## src/sv/etr_pkg.sv

```systemverilog
// etr_pkg: shared types and constants for the event-to-task channel router
// request codes, payload words, controller/datapath interface structs
// no dependencies
package etr_pkg;

  localparam int ID_W     = 6;
  localparam int REQ_W    = 4;
  localparam int CHAN_W   = 5;
  localparam int MASK_W   = 32;
  localparam int GROUP_W  = 3;
  localparam int CFG_IDX_W = 3;
  localparam int FIXED_TABLE_DEPTH = 32;

  typedef enum logic [REQ_W-1:0] {
    REQ_RAISE    = 4'd0,
    REQ_SET_SRC  = 4'd1,
    REQ_SET_TASK = 4'd2,
    REQ_SET_FORK = 4'd3,
    REQ_WRITE_EN = 4'd4,
    REQ_SET_BITS = 4'd5,
    REQ_CLR_BITS = 4'd6,
    REQ_GRP_ON   = 4'd7,
    REQ_GRP_OFF  = 4'd8,
    REQ_READ     = 4'd9
  } req_code_t;

  localparam logic KIND_TRIGGER  = 1'b0;
  localparam logic KIND_READBACK = 1'b1;

  // fixed routes, indexed by absolute channel number
  localparam logic [ID_W-1:0] FIXED_SRC [FIXED_TABLE_DEPTH] = '{
    6'd0, 6'd0, 6'd0, 6'd0, 6'd0, 6'd0, 6'd0, 6'd0, 6'd0, 6'd0,
    6'd0, 6'd0, 6'd0, 6'd0, 6'd0, 6'd0, 6'd0, 6'd0, 6'd0, 6'd0,
    6'd7, 6'd7, 6'd8, 6'd6, 6'd1, 6'd2, 6'd2, 6'd4, 6'd20, 6'd20,
    6'd20, 6'd20
  };
  localparam logic [ID_W-1:0] FIXED_TSK [FIXED_TABLE_DEPTH] = '{
    6'd0, 6'd0, 6'd0, 6'd0, 6'd0, 6'd0, 6'd0, 6'd0, 6'd0, 6'd0,
    6'd0, 6'd0, 6'd0, 6'd0, 6'd0, 6'd0, 6'd0, 6'd0, 6'd0, 6'd0,
    6'd1, 6'd2, 6'd3, 6'd4, 6'd5, 6'd6, 6'd7, 6'd8, 6'd1, 6'd2,
    6'd9, 6'd10
  };

  typedef struct packed {
    logic [REQ_W-1:0]   req_type;
    logic [CHAN_W-1:0]  channel;
    logic [ID_W-1:0]    event_id;
    logic [ID_W-1:0]    task_id;
    logic [MASK_W-1:0]  mask;
    logic [GROUP_W-1:0] group;
  } etr_req_t;

  typedef struct packed {
    logic              kind;
    logic [ID_W-1:0]   trigger_task;
    logic [MASK_W-1:0] enable_value;
    logic              is_last;
  } etr_rsp_t;

  typedef struct packed {
    logic load;       // capture accepted request
    logic exec;       // apply request, build pending trigger set
    logic emit_read;  // load readback word
    logic emit_trig;  // load next trigger word
  } etr_cmd_t;

  typedef struct packed {
    logic is_event;
    logic is_read;
    logic pend_empty;
    logic pend_last;
  } etr_stat_t;

endpackage

```

## src/sv/etr_ctrl.sv

```systemverilog
// etr_ctrl: sequencing state machine of the router
// issues commands to etr_dpath, owns the response valid flag
// depends on etr_pkg
module etr_ctrl import etr_pkg::*; (
  input  logic      clk,
  input  logic      rst,
  input  logic      req_valid,
  output logic      req_ready,
  output logic      rsp_valid,
  input  logic      rsp_ready,
  input  etr_stat_t stat,
  output etr_cmd_t  cmd
);

  typedef enum logic [1:0] {
    ST_IDLE,
    ST_EXEC,
    ST_SCAN
  } state_t;

  state_t state;
  state_t state_next;
  logic   rsp_valid_next;
  logic   out_free;

  assign out_free  = !rsp_valid || rsp_ready;
  assign req_ready = (state == ST_IDLE);

  always_comb begin
    cmd.load      = (state == ST_IDLE) && req_valid;
    cmd.exec      = (state == ST_EXEC) && !stat.is_read;
    cmd.emit_read = (state == ST_EXEC) && stat.is_read && out_free;
    cmd.emit_trig = (state == ST_SCAN) && !stat.pend_empty && out_free;
  end

  always_comb begin
    state_next = state;
    unique case (state)
      ST_IDLE: begin
        if (req_valid) state_next = ST_EXEC;
      end
      ST_EXEC: begin
        priority if (stat.is_read) begin
          if (out_free) state_next = ST_IDLE;
        end else if (stat.is_event) begin
          state_next = ST_SCAN;
        end else begin
          state_next = ST_IDLE;
        end
      end
      ST_SCAN: begin
        priority if (stat.pend_empty) begin
          state_next = ST_IDLE;
        end else if (out_free && stat.pend_last) begin
          state_next = ST_IDLE;
        end else begin
          state_next = ST_SCAN;
        end
      end
      default: state_next = ST_IDLE;
    endcase
  end

  always_comb begin
    if (cmd.emit_read || cmd.emit_trig) begin
      rsp_valid_next = 1'b1;
    end else if (rsp_ready) begin
      rsp_valid_next = 1'b0;
    end else begin
      rsp_valid_next = rsp_valid;
    end
  end

  always_ff @(posedge clk) begin
    if (rst) begin
      state     <= ST_IDLE;
      rsp_valid <= 1'b0;
    end else begin
      state     <= state_next;
      rsp_valid <= rsp_valid_next;
    end
  end

endmodule

```

## src/sv/etr_dpath.sv

```systemverilog
// etr_dpath: channel tables, enable mask, group masks, trigger scan, response register
// driven by commands from etr_ctrl
// depends on etr_pkg
module etr_dpath import etr_pkg::*; #(
  parameter int NUM_CHANNELS      = 32,
  parameter int NUM_PROG_CHANNELS = 20,
  parameter int NUM_GROUPS        = 6
) (
  input  logic                 clk,
  input  logic                 rst,
  input  etr_cmd_t             cmd,
  output etr_stat_t            stat,
  input  etr_req_t             req,
  output etr_rsp_t             rsp,
  input  logic                 cfg_valid,
  input  logic                 cfg_ready,
  input  logic [CFG_IDX_W-1:0] cfg_index,
  input  logic [MASK_W-1:0]    cfg_data
);

  localparam int PEND_W = 2 * NUM_CHANNELS;

  etr_req_t                req_q;
  logic [ID_W-1:0]         src [NUM_CHANNELS];
  logic [ID_W-1:0]         tsk [NUM_CHANNELS];
  logic [ID_W-1:0]         frk [NUM_CHANNELS];
  logic [NUM_CHANNELS-1:0] en;
  logic [MASK_W-1:0]       grp_mask [NUM_GROUPS];
  logic [PEND_W-1:0]       pend;
  logic [PEND_W-1:0]       pend_next;
  logic [PEND_W-1:0]       low_bit;
  logic [PEND_W-1:0]       pend_rest;
  logic [ID_W-1:0]         pick_id;
  logic [NUM_CHANNELS-1:0] grp_sel;
  logic [NUM_CHANNELS-1:0] req_m;
  logic [NUM_CHANNELS-1:0] ch_hit;

  assign req_m = req_q.mask[NUM_CHANNELS-1:0];

  // selected channels, two slots each: task then fork
  always_comb begin
    for (int i = 0; i < NUM_CHANNELS; i++) begin
      logic sel;
      sel = en[i] && (src[i] == req_q.event_id) && (req_q.event_id != '0);
      pend_next[2*i]   = sel && (tsk[i] != '0);
      pend_next[2*i+1] = sel && (frk[i] != '0);
    end
  end

  // lowest pending slot and its id
  assign low_bit   = pend & (~pend + PEND_W'(1));
  assign pend_rest = pend & ~low_bit;

  always_comb begin
    pick_id = '0;
    for (int i = 0; i < NUM_CHANNELS; i++) begin
      pick_id = pick_id | ({ID_W{low_bit[2*i]}} & tsk[i])
                        | ({ID_W{low_bit[2*i+1]}} & frk[i]);
    end
  end

  always_comb begin
    grp_sel = '0;
    for (int g = 0; g < NUM_GROUPS; g++) begin
      if (req_q.group == GROUP_W'(g)) grp_sel = grp_mask[g][NUM_CHANNELS-1:0];
    end
  end

  always_comb begin
    for (int i = 0; i < NUM_CHANNELS; i++) begin
      ch_hit[i] = (req_q.channel == CHAN_W'(i));
    end
  end

  always_comb begin
    stat.is_event   = (req_q.req_type == REQ_RAISE);
    stat.is_read    = (req_q.req_type == REQ_READ);
    stat.pend_empty = (pend == '0);
    stat.pend_last  = (pend_rest == '0);
  end

  always_ff @(posedge clk) begin
    if (cmd.load) req_q <= req;

    if (cmd.emit_read) begin
      rsp.kind         <= KIND_READBACK;
      rsp.trigger_task <= '0;
      rsp.enable_value <= MASK_W'(en);
      rsp.is_last      <= 1'b1;
    end else if (cmd.emit_trig) begin
      rsp.kind         <= KIND_TRIGGER;
      rsp.trigger_task <= pick_id;
      rsp.enable_value <= '0;
      rsp.is_last      <= (pend_rest == '0);
    end

    if (rst) begin
      for (int i = 0; i < NUM_CHANNELS; i++) begin
        src[i] <= (i >= NUM_PROG_CHANNELS) ? FIXED_SRC[i] : '0;
        tsk[i] <= (i >= NUM_PROG_CHANNELS) ? FIXED_TSK[i] : '0;
        frk[i] <= '0;
      end
      for (int g = 0; g < NUM_GROUPS; g++) begin
        grp_mask[g] <= '0;
      end
      en   <= '0;
      pend <= '0;
    end else begin
      if (cfg_valid && cfg_ready) begin
        for (int g = 0; g < NUM_GROUPS; g++) begin
          if (cfg_index == CFG_IDX_W'(g)) grp_mask[g] <= cfg_data;
        end
      end

      if (cmd.exec) begin
        unique case (req_q.req_type)
          REQ_RAISE: pend <= pend_next;
          REQ_SET_SRC: begin
            for (int i = 0; i < NUM_CHANNELS; i++) begin
              if (i < NUM_PROG_CHANNELS && ch_hit[i]) src[i] <= req_q.event_id;
            end
          end
          REQ_SET_TASK: begin
            for (int i = 0; i < NUM_CHANNELS; i++) begin
              if (i < NUM_PROG_CHANNELS && ch_hit[i]) tsk[i] <= req_q.task_id;
            end
          end
          REQ_SET_FORK: begin
            for (int i = 0; i < NUM_CHANNELS; i++) begin
              if (ch_hit[i]) frk[i] <= req_q.task_id;
            end
          end
          REQ_WRITE_EN: en <= req_m;
          REQ_SET_BITS: en <= en | req_m;
          REQ_CLR_BITS: en <= en & ~req_m;
          REQ_GRP_ON:   en <= en | grp_sel;
          REQ_GRP_OFF:  en <= en & ~grp_sel;
          default: ;
        endcase
      end else if (cmd.emit_trig) begin
        pend <= pend_rest;
      end
    end
  end

endmodule

```

## src/sv/event_to_task_channel_router.sv

```systemverilog
// event_to_task_channel_router: one request word in, zero or more response words out
// a non-event request passes accept and execute; a readback word is loaded in
//   execute once the output is free. an event passes accept, execute and scan,
//   one trigger word per cycle from the pending-slot scan while the output is free
// reset: synchronous, clears enables, group masks, fork tasks; restores fixed routes
module event_to_task_channel_router import etr_pkg::*; #(
  parameter int NUM_CHANNELS      = 32,
  parameter int NUM_PROG_CHANNELS = 20,
  parameter int NUM_GROUPS        = 6
) (
  input  logic                 clk,
  input  logic                 rst,
  // request words
  input  logic                 req_valid,
  output logic                 req_ready,
  input  etr_req_t             req,
  // response words: task triggers and enable readback
  output logic                 rsp_valid,
  input  logic                 rsp_ready,
  output etr_rsp_t             rsp,
  // group mask register writes
  input  logic                 cfg_valid,
  output logic                 cfg_ready,
  input  logic [CFG_IDX_W-1:0] cfg_index,
  input  logic [MASK_W-1:0]    cfg_data
);

  etr_cmd_t  cmd;
  etr_stat_t stat;

  // group masks are plain registers, always writable
  assign cfg_ready = 1'b1;

  // sequencer: idle -> execute -> scan (events only) -> idle
  etr_ctrl u_ctrl (
    .clk       (clk),
    .rst       (rst),
    .req_valid (req_valid),
    .req_ready (req_ready),
    .rsp_valid (rsp_valid),
    .rsp_ready (rsp_ready),
    .stat      (stat),
    .cmd       (cmd)
  );

  // channel tables, enable mask and the response register
  etr_dpath #(
    .NUM_CHANNELS      (NUM_CHANNELS),
    .NUM_PROG_CHANNELS (NUM_PROG_CHANNELS),
    .NUM_GROUPS        (NUM_GROUPS)
  ) u_dpath (
    .clk       (clk),
    .rst       (rst),
    .cmd       (cmd),
    .stat      (stat),
    .req       (req),
    .rsp       (rsp),
    .cfg_valid (cfg_valid),
    .cfg_ready (cfg_ready),
    .cfg_index (cfg_index),
    .cfg_data  (cfg_data)
  );

  // a trigger word never carries the none id
  a_trig_nonzero: assert property (@(posedge clk) disable iff (rst)
    rsp_valid && (rsp.kind == KIND_TRIGGER) |-> (rsp.trigger_task != '0))
    else $error("trigger word with zero task id");

  // a readback is a single word, marked last, with no task id
  a_read_word: assert property (@(posedge clk) disable iff (rst)
    cmd.emit_read |=> rsp_valid && rsp.is_last && (rsp.kind == KIND_READBACK)
                      && (rsp.trigger_task == '0))
    else $error("readback word malformed");

  // one request in flight: no accept directly after an accept
  a_one_in_flight: assert property (@(posedge clk) disable iff (rst)
    req_valid && req_ready |=> !req_ready)
    else $error("request accepted while previous one executes");

  // loading a request never overlaps executing one or emitting a word
  a_no_overlap: assert property (@(posedge clk) disable iff (rst)
    cmd.load |-> !(cmd.emit_read || cmd.emit_trig || cmd.exec))
    else $error("request load overlaps execute or emit");

endmodule
```

## config.mk

```make
export PLATFORM = sky130hd
export DESIGN_NAME = event_to_task_channel_router
export DESIGN_NICKNAME = d
export VERILOG_FILES = /design/src/sv/etr_pkg.sv /design/src/sv/etr_ctrl.sv /design/src/sv/etr_dpath.sv /design/src/sv/event_to_task_channel_router.sv
export SDC_FILE = /design/constraint.sdc
export NUM_CORES = 2
export LEC_CHECK = 0
export CORE_ASPECT_RATIO = 1.2
export CORE_MARGIN = 1
export CORE_UTILIZATION = 70
export CTS_BUF_LIST = sky130_fd_sc_hd__clkbuf_2 sky130_fd_sc_hd__clkbuf_4 sky130_fd_sc_hd__clkbuf_8
export CTS_CLUSTER_SIZE = 10
export DETAILED_ROUTE_END_ITERATION = 6
export DONT_BUFFER_PORTS = 1
export PLACE_DENSITY = 0.94
export SLEW_MARGIN = 0
export SYNTH_ARGS = -nofsm -noshare
export SYNTH_HDL_FRONTEND = slang
export SYNTH_HIERARCHICAL = 1
export SYNTH_SLANG_ARGS = --single-unit
```

## constraint.sdc

```tcl
create_clock -name clk -period 7.48 [get_ports clk]
set_clock_uncertainty 0.2 [all_clocks]
set_input_delay 0.748 -clock clk [delete_from_list [all_inputs] [get_ports clk]]
set_output_delay 0.748 -clock clk [all_outputs]
set_load 0.05 [all_outputs]
```

==> flow_summary.ini, run 1 <==
[clock_network]
postCtsSetupBuffers = 0
cts-root-buf = clkbuf_8
cts.path.max_buffers = 3
hold_buffers = 90
post_cts_resized = 0
cts-buffers-inserted = 117
clkSinkCount = 819
ctsHtreeMaxLevel = 3

[synthesis]
synth_edf_count = 712
synth_warnings = 6
synth_top_area_share_pct = 56.38
synth_cell_types = 82
synth.ff_latch_count = 819
ys_top_cells_by_area = edfxtp_1 56%, dfxtp_1 5.6%, nor2_1 4.6%
netlist_area_sq_mm = 0.03792
yosysTopAreaCell = edfxtp_1
syn_avg_cell_area_sq_um = 11.34
synthFlopType = edfxtp_1
async_reset_ff_share_pct = 0
synth.most_common_cell = edfxtp_1
synth_common_cells = 712 x edfxtp_1, 461 x nor2_1, 359 x nand2_1
synthCells = 3344
ys_seq_area_share_pct = 62.03

[placed_design]
routabilityCongestion = 1.082
place_ws_ns = 2.240
dp_hpwl_um = 88560
port-buffer-count = 0

[die]
die_width_um = 214.5
rows = 93
initial_core_util_pct = 70.69
die-height_um = 257.0
ios = 139

[global_route]
grt_start_max_net_pins = 93
antenna_found_initial = 49

[status]
lastStage = global routing
error = [ERROR GRT-0183] Net u_dpath/net98: the 3D maze router ran out of legal paths (heap underflow) - the net is boxed in by local congestion or blockages.
outcome = aborted with a tool error
-- metrics by stage --
step / hold slack [ns] / instance area, sq um / cells
3_3_place_gp: 0.3082 / 38560 / 3907
2_1_floorplan: 0.2574 / 37930 / 3346
4_1_cts: 0.0002992 / 42130 / 4219
3_5_place_dp: 0.3230 / 38560 / 3907
-- kinds of logic after synthesis --
group,synth area share (%)
AOI/OAI and AO/OA,10.98
other,0.009889
muxes,2.333
adders and majority gates,0.02640
xor gates and xnor gates,2.748
buffers and inverters,2.461
and+or+nand+nor,19.41
DFF,62.03
==> run 2: changes to the inputs <==
--- a/config.mk
+++ b/config.mk
@@ -5,14 +5,11 @@
 export SDC_FILE = /design/constraint.sdc
 export NUM_CORES = 2
 export LEC_CHECK = 0
-export CORE_ASPECT_RATIO = 1.2
 export CORE_MARGIN = 1
-export CORE_UTILIZATION = 70
-export CTS_BUF_LIST = sky130_fd_sc_hd__clkbuf_2 sky130_fd_sc_hd__clkbuf_4 sky130_fd_sc_hd__clkbuf_8
-export CTS_CLUSTER_SIZE = 10
+export CORE_UTILIZATION = 40
 export DETAILED_ROUTE_END_ITERATION = 6
 export DONT_BUFFER_PORTS = 1
-export PLACE_DENSITY = 0.94
+export PLACE_DENSITY_LB_ADDON = 0.15
 export SLEW_MARGIN = 0
 export SYNTH_ARGS = -nofsm -noshare
 export SYNTH_HDL_FRONTEND = slang
==> flow_summary.ini, run 2 <==
[synthesis]
synth_cell_types = 82
synthCells = 3344
synth_edf_count = 712
async_reset_ff_share_pct = 0
syn_avg_cell_area_sq_um = 11.34
yosysTopAreaCell = edfxtp_1
ys_top_cells_by_area = edfxtp_1 56%, dfxtp_1 5.6%, nor2_1 4.6%
synth.most_common_cell = edfxtp_1
synth.ff_latch_count = 819
synthFlopType = edfxtp_1
synth_top_area_share_pct = 56.38
netlist_area_sq_mm = 0.03792
ys_seq_area_share_pct = 62.03
synth_common_cells = 712 x edfxtp_1, 461 x nor2_1, 359 x nand2_1
synth_warnings = 6

[setup_path]
cp-start-kind = register
endpoint = u_dpath/rsp[37]
r2r_slack_ns = 1.57
arrival_ns = 6.22
crit_buf_inv = 1
critical-path-top-delay-family = simple AND/OR/NAND/NOR gates
required_ns = 7.78
reg2reg_to = u_dpath/rsp[37]
cp_slowest_cell = a2111oi_0
timing.rr.start = u_dpath/pend[0]
crit_start = u_dpath/pend[0]
cp.depth = 14
r2r_cells = 14
worstPathCellList = nor3_4 > nand4_4 > or3_1 > nor2_1 > and3_1 > or3b_1 > nor2_1 > buf_4 > o21ai_0 > a2111oi_0 > o21ai_0 > nand4b_1 > nor4_1 > a31oi_1
critPathKind = reg -> reg
cp-end-kind = register
critical-path-max-stage-delay_ns = 0.88
path_max_fanout = 19

[layout]
largestRegisters = u_dpath/frk x192, u_dpath/grp_mask x192
layout-drive-gt1-share_pct = 8.083
final_common_cell = edfxtp_1
layout_common_cells = 712 x edfxtp_1, 456 x nor2_1, 359 x nand2_1
nNetsFinal = 3447
area_growth_pct = 13.19

[clock_network]
post_cts_resized = 0
clkSinkCount = 819
cts_tree = yes
clk_latency_ns = 0.70
cts-root-buf = clkbuf_16
ctsHtreeMaxLevel = 3
cts-buffers-inserted = 91
cts.path.max_buffers = 3
clkTransAtPathRegs_ns = 0.06
postCtsSetupBuffers = 0

[detailed_routing]
dr.pass1.iters = 6
viasPerCell = 6.098
wirelength_um = 138800
drtIter0Drc = 3412
vias = 28550
drtAntennaViolNets = 0
wire_per_inst_um = 29.64
drcViolationCount = 0

[power_and_ir_drop]
total_power_mw = 10.40
p_leak_nw = 14.70
cellPowerDensity_mw_per_mm2 = 242.4
peakVddDrop_uv = 177.3

[global_route]
grt_pass1_wl_um = 198700
grt_remaining_overflow = 0
antenna_found_initial = 2
grt_util_all_layers_pct = 28.80
grt_start_max_net_pins = 86
first_global_vias = 27660

[job]
drv_cap = 0

[sta]
worst_pin_slew_ns = 1.434
setup_viol = 0
hold_violations = 0
rsz0062_at_grt = false
fmax_mhz = 169.1
maxSlewHeadroom_pct = 4.384
tns_ns = 0
finalCritPeriodShare_pct = 79.06
fin_crit_ns = 5.914
drv_slew = 0

[min_path]
hp-class = in -> reg

[die]
initial_core_util_pct = 40.51
die_width_um = 309.9
ios = 139
die_area_sq_mm = 0.09604
coreArea_sq_mm = 0.09361
rows = 112
die-height_um = 309.9

[status]
outcome = finished, final reports clean

[placed_design]
dp_hpwl_um = 96110
port-buffer-count = 0
routabilityCongestion = 1.013
run 2: cell counts after synthesis:
No cell type changed its count.
run 2: through the flow:
step / cells / utilization [%] / area [sq um] / setup WS (ns) / hold WS, ns
floorplan: 3346 / - / 37930 / 3.267 / 0.2574
global placement: 4454 / 42.00 / 39310 / 1.629 / 0.3202
detailed placement: 4454 / 42.00 / 39310 / 1.593 / 0.3163
CTS: 4681 / 45.85 / 42920 / 1.539 / 0.002194
global route: 4681 / 45.85 / 42920 / 1.448 / 0.02470
finish: 4682 / 45.86 / 42930 / 1.566 / 0.03845
run 2: kinds of logic (layout without fill, tap and decap cells):
group	Yosys count	count (layout)	share of synthesized area (%)
muxes	64	64	2.333
adders and majority gates	1	1	0.02640
buffers and inverters	242	323	2.461
AOI/OAI and AO/OA	613	613	10.98
xor gates and xnor gates	119	119	2.748
other	1	4	0.009889
and+or+nand+nor	1485	1485	19.41
DFF	819	819	62.03
run 2: worst register-to-register path, delay by kind of cell, from the launching register on:
kind / cells / cell delay [ns]
AND/OR/NAND/NOR: 9 / 2.99
AO/OA/AOI/OAI: 4 / 1.54
flip-flops: 1 / 0.73
buffers and inverters: 1 / 0.27
run 2: cell type report:
class	count	area (sq um)
Multi-Input combinational cell	2285	13630
Clock buffer	123	2560
Tap cell	1254	1569
Antenna cell	1	2.502
Fill cell	8727	50680
Clock inverter	46	451.7
Sequential cell	819	23520
Inverter	34	130.1
Timing Repair Buffer	120	1064
run 2: worst min path at each step:
| stage | startpoint | endpoint | slack (ns) | cells past startpoint |
|---|---|---|---|---|
| finish | rst | u_dpath/en[6] | 0.04 | 2 |
| global route | rst | u_dpath/en[6] | 0.02 | 2 |
| CTS | rst | u_dpath/en[6] | 0.002 | 2 |
| detailed placement | u_dpath/pend[50] | u_dpath/pend[50] | 0.32 | 2 |
| global placement | u_dpath/en[18] | u_dpath/en[18] | 0.32 | 2 |
| floorplan | u_dpath/pend[55] | u_dpath/pend[55] | 0.26 | 2 |
run 2: what timing repair did:
item                                   CTS  global route
hold buffers                            58             0
endpoints found under the hold margin  141             0
setup endpoints to repair                0             0
run 2: metal layers:
metal	vias to the layer above	routed length, um	track usage [%]
met3	283	10660	4.373
met4	0	5942	11.39
met5	-	0	0
met1	14360	55430	37.73
met2	1434	66730	47.89
li1	12470	-	-
run 2: power breakdown:
group	internal (mW)	leakage, nW	switching (mW)	total (mW)
sequential	5.16	7.98	0.151	5.31
clock	2.59	1.46	1.90	4.49
combinational	0.177	5.26	0.428	0.605
Power figures use the tool's default switching activity.
